**src/hw/rtl/lpd_pkg.sv**
```systemverilog
package lpd_pkg;

  localparam int unsigned CfgAddrW = 3;
  localparam int unsigned CfgDataW = 32;

  localparam logic RegMaxPayload = 1'b0;

  localparam logic [CfgDataW-1:0] MaxPayloadRst = 32'd1048576;

  localparam logic [1:0] HdrB0 = 2'd0;
  localparam logic [1:0] HdrB1 = 2'd1;
  localparam logic [1:0] HdrB2 = 2'd2;

endpackage

```
**src/hw/rtl/lpd_cfg.sv**
```systemverilog
module lpd_cfg (
  input  logic                          clk_i,
  input  logic                          rst_ni,
  input  logic                          psel,
  input  logic                          penable,
  input  logic                          pwrite,
  input  logic [lpd_pkg::CfgAddrW-1:0]  paddr,
  input  logic [lpd_pkg::CfgDataW-1:0]  pwdata,
  output logic [lpd_pkg::CfgDataW-1:0]  prdata,
  output logic                          pready,
  output logic [lpd_pkg::CfgDataW-1:0]  max_payload_o
);
  import lpd_pkg::*;

  logic                sel_max;
  logic                wr_en;
  logic [CfgDataW-1:0] max_q;

  assign sel_max = (paddr[CfgAddrW-1] == RegMaxPayload);
  assign wr_en   = psel & penable & pwrite & sel_max;
  assign pready  = 1'b1;
  assign prdata  = sel_max ? max_q : '0;
  assign max_payload_o = max_q;

  always_ff @(posedge clk_i or negedge rst_ni) begin
    if (!rst_ni) begin
      max_q <= MaxPayloadRst;
    end else if (wr_en) begin
      max_q <= pwdata;
    end
  end

endmodule

```
**src/hw/rtl/length_prefixed_deframer_core.sv**
```systemverilog
// Length-prefixed deframer: one stream byte in, at most one result item out.
// Input channel: in_valid_i / in_ready_o with data_byte_i. Each frame is a
// 4-byte little-endian length followed by that many payload bytes.
// Output channel: out_valid_o / out_ready_i with payload_byte_o,
// frame_last_o, frame_empty_o and length_error_o. Header bytes give no item;
// a zero length gives one empty-frame item; a length above the configured
// maximum gives an error item, and every later byte an error item, until reset.
// Configuration: APB-style port, max_payload_bytes at address 0.
// Path: an accepted byte is registered in the input register, decoded from
// there, and its item is loaded into the output register once that is free.
// Throughput: one byte per cycle while the output is not stalled; the decode is
// two counters and the 32-bit compares between the input and output registers.
// Stall: the output register holds while out_ready_i is low; the input
// register then holds a byte that needs an item, and in_ready_o drops.
// Bytes that give no item pass through the input register regardless.
// Reset: clears the header count, payload count, sticky error and both
// valid flags, and restores the maximum to 1048576.
module length_prefixed_deframer_core (
  input  logic                          clk_i,
  input  logic                          rst_ni,
  input  logic                          in_valid_i,
  output logic                          in_ready_o,
  input  logic [7:0]                    data_byte_i,
  output logic                          out_valid_o,
  input  logic                          out_ready_i,
  output logic [7:0]                    payload_byte_o,
  output logic                          frame_last_o,
  output logic                          frame_empty_o,
  output logic                          length_error_o,
  input  logic                          psel,
  input  logic                          penable,
  input  logic                          pwrite,
  input  logic [lpd_pkg::CfgAddrW-1:0]  paddr,
  input  logic [lpd_pkg::CfgDataW-1:0]  pwdata,
  output logic [lpd_pkg::CfgDataW-1:0]  prdata,
  output logic                          pready
);
  import lpd_pkg::*;

  logic [CfgDataW-1:0] max_payload;

  logic       s1_valid_q;
  logic [7:0] s1_byte_q;
  logic       s1_adv;
  logic       in_acc;

  logic [1:0]  hdr_q, hdr_d;
  logic [23:0] accum_q, accum_d;
  logic [31:0] rem_q, rem_d;
  logic        in_pay_q, in_pay_d;
  logic        err_q, err_d;
  logic [31:0] len;

  logic       res_vld;
  logic [7:0] res_byte;
  logic       res_last;
  logic       res_empty;
  logic       res_err;

  logic       out_valid_q;
  logic [7:0] out_byte_q;
  logic       out_last_q;
  logic       out_empty_q;
  logic       out_err_q;
  logic       out_free;

  lpd_cfg u_cfg (
    .clk_i         (clk_i),
    .rst_ni        (rst_ni),
    .psel          (psel),
    .penable       (penable),
    .pwrite        (pwrite),
    .paddr         (paddr),
    .pwdata        (pwdata),
    .prdata        (prdata),
    .pready        (pready),
    .max_payload_o (max_payload)
  );

  assign out_free   = !out_valid_q || out_ready_i;
  assign s1_adv     = s1_valid_q && (!res_vld || out_free);
  assign in_ready_o = !s1_valid_q || s1_adv;
  assign in_acc     = in_valid_i && in_ready_o;
  assign len        = {s1_byte_q, accum_q};

  always_comb begin
    hdr_d     = hdr_q;
    accum_d   = accum_q;
    rem_d     = rem_q;
    in_pay_d  = in_pay_q;
    err_d     = err_q;
    res_vld   = 1'b0;
    res_byte  = 8'd0;
    res_last  = 1'b0;
    res_empty = 1'b0;
    res_err   = 1'b0;
    if (err_q) begin
      res_vld = 1'b1;
      res_err = 1'b1;
    end else if (in_pay_q) begin
      res_vld  = 1'b1;
      res_byte = s1_byte_q;
      rem_d    = rem_q - 32'd1;
      res_last = (rem_q == 32'd1);
      if (res_last) begin
        in_pay_d = 1'b0;
      end
    end else begin
      case (hdr_q)
        HdrB0: begin
          accum_d[7:0] = s1_byte_q;
          hdr_d        = hdr_q + 2'd1;
        end
        HdrB1: begin
          accum_d[15:8] = s1_byte_q;
          hdr_d         = hdr_q + 2'd1;
        end
        HdrB2: begin
          accum_d[23:16] = s1_byte_q;
          hdr_d          = hdr_q + 2'd1;
        end
        default: begin
          hdr_d   = HdrB0;
          accum_d = '0;
          if (len > max_payload) begin
            err_d   = 1'b1;
            res_vld = 1'b1;
            res_err = 1'b1;
          end else if (len == 32'd0) begin
            res_vld   = 1'b1;
            res_last  = 1'b1;
            res_empty = 1'b1;
          end else begin
            rem_d    = len;
            in_pay_d = 1'b1;
          end
        end
      endcase
    end
  end

  always_ff @(posedge clk_i or negedge rst_ni) begin
    if (!rst_ni) begin
      s1_valid_q <= 1'b0;
    end else if (in_acc) begin
      s1_valid_q <= 1'b1;
    end else if (s1_adv) begin
      s1_valid_q <= 1'b0;
    end
  end

  always_ff @(posedge clk_i) begin
    if (in_acc) begin
      s1_byte_q <= data_byte_i;
    end
  end

  always_ff @(posedge clk_i or negedge rst_ni) begin
    if (!rst_ni) begin
      hdr_q    <= HdrB0;
      accum_q  <= '0;
      rem_q    <= '0;
      in_pay_q <= 1'b0;
      err_q    <= 1'b0;
    end else if (s1_adv) begin
      hdr_q    <= hdr_d;
      accum_q  <= accum_d;
      rem_q    <= rem_d;
      in_pay_q <= in_pay_d;
      err_q    <= err_d;
    end
  end

  always_ff @(posedge clk_i or negedge rst_ni) begin
    if (!rst_ni) begin
      out_valid_q <= 1'b0;
    end else if (s1_adv && res_vld) begin
      out_valid_q <= 1'b1;
    end else if (out_ready_i) begin
      out_valid_q <= 1'b0;
    end
  end

  always_ff @(posedge clk_i) begin
    if (s1_adv && res_vld) begin
      out_byte_q  <= res_byte;
      out_last_q  <= res_last;
      out_empty_q <= res_empty;
      out_err_q   <= res_err;
    end
  end

  assign out_valid_o    = out_valid_q;
  assign payload_byte_o = out_byte_q;
  assign frame_last_o   = out_last_q;
  assign frame_empty_o  = out_empty_q;
  assign length_error_o = out_err_q;

  a_err_sticky: assert property (@(posedge clk_i) disable iff (!rst_ni)
    err_q |=> err_q)
    else $error("sticky length error cleared");

  a_err_item: assert property (@(posedge clk_i) disable iff (!rst_ni)
    out_valid_o && length_error_o |-> !frame_last_o && !frame_empty_o
                                      && payload_byte_o == 8'd0)
    else $error("error item carries frame flags or data");

  a_empty_item: assert property (@(posedge clk_i) disable iff (!rst_ni)
    out_valid_o && frame_empty_o |-> frame_last_o && payload_byte_o == 8'd0)
    else $error("empty-frame item malformed");

  a_payload_hdr: assert property (@(posedge clk_i) disable iff (!rst_ni)
    in_pay_q |-> hdr_q == HdrB0 && rem_q != 32'd0)
    else $error("payload state with header bytes pending or no bytes left");

endmodule

```
**config.mk**
```make
export PLATFORM = sky130hd
export DESIGN_NAME = length_prefixed_deframer_core
export DESIGN_NICKNAME = d
export VERILOG_FILES = /design/src/hw/rtl/lpd_pkg.sv /design/src/hw/rtl/lpd_cfg.sv /design/src/hw/rtl/length_prefixed_deframer_core.sv
export SDC_FILE = /design/constraint.sdc
export NUM_CORES = 1
export LEC_CHECK = 0
export ABC_CLOCK_PERIOD_IN_PS = 4040
export BUFFER_PORTS_ARGS = -buffer_cell sky130_fd_sc_hd__buf_2
export CAP_MARGIN = 20
export CORE_MARGIN = 2
export CORE_UTILIZATION = 58
export CTS_CLUSTER_SIZE = 40
export DETAILED_ROUTE_END_ITERATION = 6
export GPL_ROUTABILITY_DRIVEN = 0
export PLACE_DENSITY_LB_ADDON = 0.12
export SETUP_SLACK_MARGIN = 0.4
export SLEW_MARGIN = 25
export SYNTH_ARGS = -nofsm -noshare
export SYNTH_HDL_FRONTEND = slang
export SYNTH_HIERARCHICAL = 1
export SYNTH_SLANG_ARGS = --single-unit
```
**constraint.sdc**
```tcl
create_clock -name clk_i -period 4.04 [get_ports clk_i]
set_input_delay 0.808 -clock clk_i [delete_from_list [all_inputs] [get_ports clk_i]]
set_output_delay 0.808 -clock clk_i [all_outputs]
set_load 0.01 [all_outputs]
```
# [Yosys cells after proc, flatten, opt, wreduce, memory -nomap -nowiden]
# Cells that the tools add are included.
# W data, S select, Z words.
[op_classes] add_sub_neg=2 n_lt_le_gt_ge=1 n_eq_ne=6 muxes=30 bitwise=9 n_reduce_logical=25
[ops] op="$mux W32" n=5
[ops] op="$pmux W8 S2" n=3
[ops] op="$eq A32 B1 Y1 const B" n=1
[ops] op="$gt A32 B32 Y1" n=1
[ops] op="$logic_not A32 Y1" n=1
[ops] op="$sub A32 B1 Y32 const B" n=1
[ops] op="$mux W1" n=21
[ops] op="$reduce_and A4 Y1" n=3
[ops] op="$reduce_or A2 Y1" n=5
[ops] op="$not A1 Y1" n=6
[ops] op="$reduce_and A5 Y1" n=1
[ops] op="$ne A2 B2 Y1 const B" n=2
[ops] op="$reduce_bool A2 Y1" n=2
[ops] op="$and A1 B1 Y1" n=3
[ops] op="$logic_and A1 B1 Y1" n=3
[ops] op="$logic_not A1 Y1" n=3
[ops] op="$logic_or A1 B1 Y1" n=3
[ops] op="$reduce_and A3 Y1" n=1
[ops] op="$reduce_or A3 Y1" n=1
[ops] op="$add A2 B1 Y2 const B" n=1
[ops] op="$eq A2 B1 Y1 const B" n=1
[ops] op="$eq A2 B2 Y1 const B" n=1
[ops] op="$logic_not A2 Y1" n=1
[ops] op="$mux W2" n=1
[ops] op="2 further kinds" n=2
[totals] reg_bits=113 out_inout_bits=46 elab_cells=88

# [Depth between registers and ports, before layout]
[logic_depth] word_depth=12 ltp_mapped=11 mapped_depth_nobuf=9

# [By module]
# Netlist, hierarchy kept.
[modules_own_cells] mod="length_prefixed_deframer_core" instances=1 cells_per_inst=551 area_per_inst_um2=5147.4
[modules_own_cells] mod="lpd_cfg" instances=1 cells_per_inst=105 area_per_inst_um2=1555.2

# [Worst setup path before layout]
# OpenSTA, ideal clock, no wires.
[synth_path] path_kind="register -> output" start="reg s1_byte_q[7]" end="out in_ready_o" arrival_ps=2051 t_required_ps=3232 setup_slack_ps=1181 path_stages_with_launch=8 cell_sequence="edfxtp_1 -> ha_1 -> nand4_2 -> nor4_2 -> a22oi_1 -> o31ai_1 -> nand3_1 -> nand3_1"
[synth_between] elab_chain_len=10 word_cells_on_any_way=11 cone_classes="order compare (1); mux (5); reduce/logical (5)"
[synth_lines] item="from (decl)" line="length_prefixed_deframer_core.sv:43" source="logic [7:0] s1_byte_q;"
[synth_lines] item="from (signal assigned)" line="length_prefixed_deframer_core.sv:154" source="s1_byte_q <= data_byte_i;"
[synth_lines] item="parallel branches: the longest is 2 deep, another holds $gt A32 B32 Y1"
[synth_lines] item="$mux W1 (*)" line="length_prefixed_deframer_core.sv:125" source="if (len > max_payload) begin"
[synth_lines] item="$mux W1 (*)" line="length_prefixed_deframer_core.sv:109" source="case (hdr_q)"
[synth_lines] item="$mux W1 (*)" line="length_prefixed_deframer_core.sv:100" source="end else if (in_pay_q) begin"
[synth_lines] item="$mux W1 (*)" line="length_prefixed_deframer_core.sv:97" source="if (err_q) begin"
[synth_lines] item="$logic_not A1 Y1 (*)" line="length_prefixed_deframer_core.sv:81" source="assign s1_adv = s1_valid_q && (!res_vld || out_free);"
[synth_lines] item="$logic_or A1 B1 Y1 (*)" line="length_prefixed_deframer_core.sv:81"
[synth_lines] item="$logic_and A1 B1 Y1 (*)" line="length_prefixed_deframer_core.sv:81"
[synth_lines] item="$logic_or A1 B1 Y1 (*)" line="length_prefixed_deframer_core.sv:82" source="assign in_ready_o = !s1_valid_q || s1_adv;"
[synth_lines] item="to (decl)" line="length_prefixed_deframer_core.sv:22" source="output logic in_ready_o,"
# Mark *: on every way between the ends.

# [Worst setup path after layout]
[layout_path] start="reg s1_byte_q[3]" end="out in_ready_o"
# Same word-level chain as after synthesis.

==> impl_metrics.tcl <==
set metrics [dict create \
    initial_core_util_pct 59.0 \
    ctsHoldBuffers 0 \
    start_kind "flop" \
    wl_per_cell_um 19.4 \
    syn_area_mm2 0.00670 \
    clk_pin_slew_ns 0.05 \
    synth_common_cells "dfrtp_1, inv_1, nand2_1, ha_1, nor2b_1" \
    tightest_slew_ns 0.886 \
    cts_sinks 113 \
    cts_tree "built" \
    drive_gt1_share_pct 27.6 \
    area_growth_pct 21.2 \
    drt_iter0_drc 496 \
    critPathArrivalTime_ns 2.79 \
    drt-pass1-iter-count 5 \
    ant_nets 0 \
    seq_area_mm2 0.00293 \
    ys_ff_latch 113 \
    num_io_pins 96 \
    num-fill-cells 835 \
    hpwlAfterDp_mm 12.2 \
    p_sw_share_pct 25.6 \
    rr_endpoint "accum_q[21]" \
    cts_root_buf "clkbuf_16" \
    critPathSlowestCell "edfxtp_1" \
    worst-r2r-cell-count 10 \
    crit_path_max_fanout 4 \
    antenna_found_initial 0 \
    fin_crit_ns 3.60 \
    die_y_um 112 \
    rows 39 \
    synth_edf_count 19 \
    finalCritPeriodShare_pct 89.0 \
    seqPwrFrac_pct 37.2 \
    ys.warnings.count 6 \
    p_per_area_mw_per_mm2 434 \
    drc_errors 0 \
    p_int_mw 2.62 \
    ys_types 62 \
    path_cells "ha_4 -> nand4_1 -> nor4_4 -> buf_4 -> nand2b_4 -> a31oi_4 -> o31ai_4 -> nand3_2 -> nand3_1 -> buf_2" \
    grt.total_usage_pct 29.4 \
    numCtsBuffers 17 \
    drv_cap 0 \
    setup_ws_ns 0.445 \
    diodes 0 \
    via_count 5527 \
    routed_via_density 6.02 \
    synth_seq_area_share_pct 43.6 \
    combPwrFrac_pct 16.2 \
    p_leak_nw 3.98 \
    synthFlopType "dfrtp_1" \
    pwr-share-clk_pct 46.6 \
    yosys.area.top_type "dfrtp_1" \
    synth.avg_cell_area_um2 10.2 \
    syn-num-nets 744 \
    synth_area_leaders "dfrtp_1, edfxtp_1, ha_1" \
    grt.overflow.total 0 \
    crit_buf_inv 2 \
    hold_viol 0 \
    finClkSkew_ns 0.00672 \
    tns_ns 0 \
    dpl-instance-area_mm2 0.00732 \
    grt_setup_unrepaired "false" \
    h-tree-depth 4 \
    multi_input_area_mm2 0.00344 \
    grt_max_degree 43 \
    yosysMostFrequentCell "dfrtp_1" \
    total_power_mw 3.53 \
    setup_viol 0 \
    slew_violations 0 \
    dp_slack_ns 0.782 \
    drt-total-wl_mm 17.8 \
    clock_latency_ns 0.42 \
    yosysTopAreaCellShare_pct 34.7 \
    nNetsFinal 850 \
    outcome "complete, no violations" \
    cp_top_family "simple AND/OR/NAND/NOR gates" \
    dieArea_mm2 0.0124 \
    power_switching_mw 0.903 \
    critPathMaxStageDelay_ns 0.47 \
    netlist_instances 656 \
    crit_type "reg2out" \
    cts_buffer_depth 2 \
    coreArea_mm2 0.0114 \
    rrSetupSlack_ns 0.83 \
    slew_headroom_pct 40.7 \
    async_reset_ff_share_pct 83.2 \
    hold_path.class "in2async" \
    die_width_um 112 \
    fin_area_mm2 0.00812 \
    required_ns 3.23 \
    io_buffers 92 \
    r2r_start "s1_byte_q[3]" \
    grt_pass1_vias 5556 \
    crit_path_end_kind "output pin" \
    irDropWorstVdd_mv 0.388 \
    grt_pass1_wl_mm 28.5 \
    fmax_mhz 278 \
]
## per-layer routing
layer	GRT usage [%]	share of wire, %
met1	36.8	41
met2	48.1	49
met3	8.27	6.9
met4	12.4	3.7
met5	0	0
## sequential cells by signal, indices dropped and copies added, names as in the netlist
| name | cells |
|---|---|
| out_valid_o | 1 |
| u_cfg/max_payload_o | 32 |
| accum_q | 24 |
| in_pay_q | 1 |
| length_error_o | 1 |
| rem_q | 32 |
| frame_empty_o | 1 |
| payload_byte_o | 8 |
| err_q | 1 |
| s1_valid_q | 1 |
| hdr_q | 2 |
| s1_byte_q | 8 |
| frame_last_o | 1 |
## worst max-delay path by stage
stage / startpoint / endpoint / slack [ns] / depth (start not counted)
final: s1_byte_q[3] / in_ready_o / 0.44 / 10
after global routing: s1_byte_q[3] / in_ready_o / 0.33 / 10
after CTS: accum_q[3] / in_ready_o / 0.40 / 9
after detailed placement: s1_byte_q[7] / in_ready_o / 0.78 / 8
after global placement: u_cfg/max_payload_o[20] / in_ready_o / 0.81 / 10
after floorplan: s1_byte_q[7] / in_ready_o / 1.18 / 7
## timing repair
item                       in CTS  in global routing
setup buffers                   0                  9
gates resized for setup         5                  8
pin swaps                       2                  5
setup endpoints to repair       1                  1
hold endpoints to repair        0                  0
## power by group through the flow
| stage | clock (mW) | combinational, mW | sequential, mW |
|---|---|---|---|
| after floorplan | 0 | 0.356 | 1.31 |
| after global placement | 0 | 0.510 | 1.33 |
| after detailed placement | 0 | 0.534 | 1.33 |
| after CTS | 1.65 | 0.548 | 1.31 |
| after global routing | 1.70 | 0.632 | 1.32 |
| final | 1.64 | 0.572 | 1.31 |
## logic make-up after synthesis
family                   count (synthesis)  synth area share, %
AND/OR/NAND/NOR                        229                 19.6
other                                    1               0.0559
flip-flops                             113                 43.6
buffers and inverters                  105                 6.57
adder cells (fa/ha/maj)                 38                 7.09
multiplexers                            62                 11.5
AO/OA/AOI/OAI                          108                 11.5
## placed cells by master, fill, tap and decap left out, types with 4 or more instances in the layout
cell type and n:
o22ai_1 4, nor4_4 5, a31oi_1 7, edfxtp_1 19
and3_1 10, buf_4 28, ha_1 36, bufinv_16 5
dfrtp_1 92, nor2_1 27, mux2_4 30, nand2b_1 5
nand2_1 53, clkbuf_16 17, nor2b_1 34, o221a_1 7
nor3_1 32, nor4_1 14, mux2i_1 30, nand3_1 18
nand4_1 9, inv_1 73, o21ai_0 23, a21oi_1 22
a221oi_1 11, a21o_1 4, clkinv_4 4, buf_2 91
## stage by stage
step / hold slack (ns) / utilization, % / std cells
after floorplan: 0.494 / - / 656
after global placement: 0.516 / 64.4 / 877
after detailed placement: 0.516 / 64.4 / 877
after CTS: 0.279 / 70.3 / 909
after global routing: 0.292 / 71.4 / 918
final: 0.276 / 71.4 / 918
## cell type report
cell class                      count  share of cell area, %
Clock inverter                     14                   2.63
Tap cell                          143                   2.20
Sequential cell                   113                   36.0
Timing Repair Buffer              119                   8.19
Inverter                           73                   3.37
Multi-Input combinational cell    438                   42.3
Clock buffer                       18                   5.28
Power figures use the tool's default switching activity.
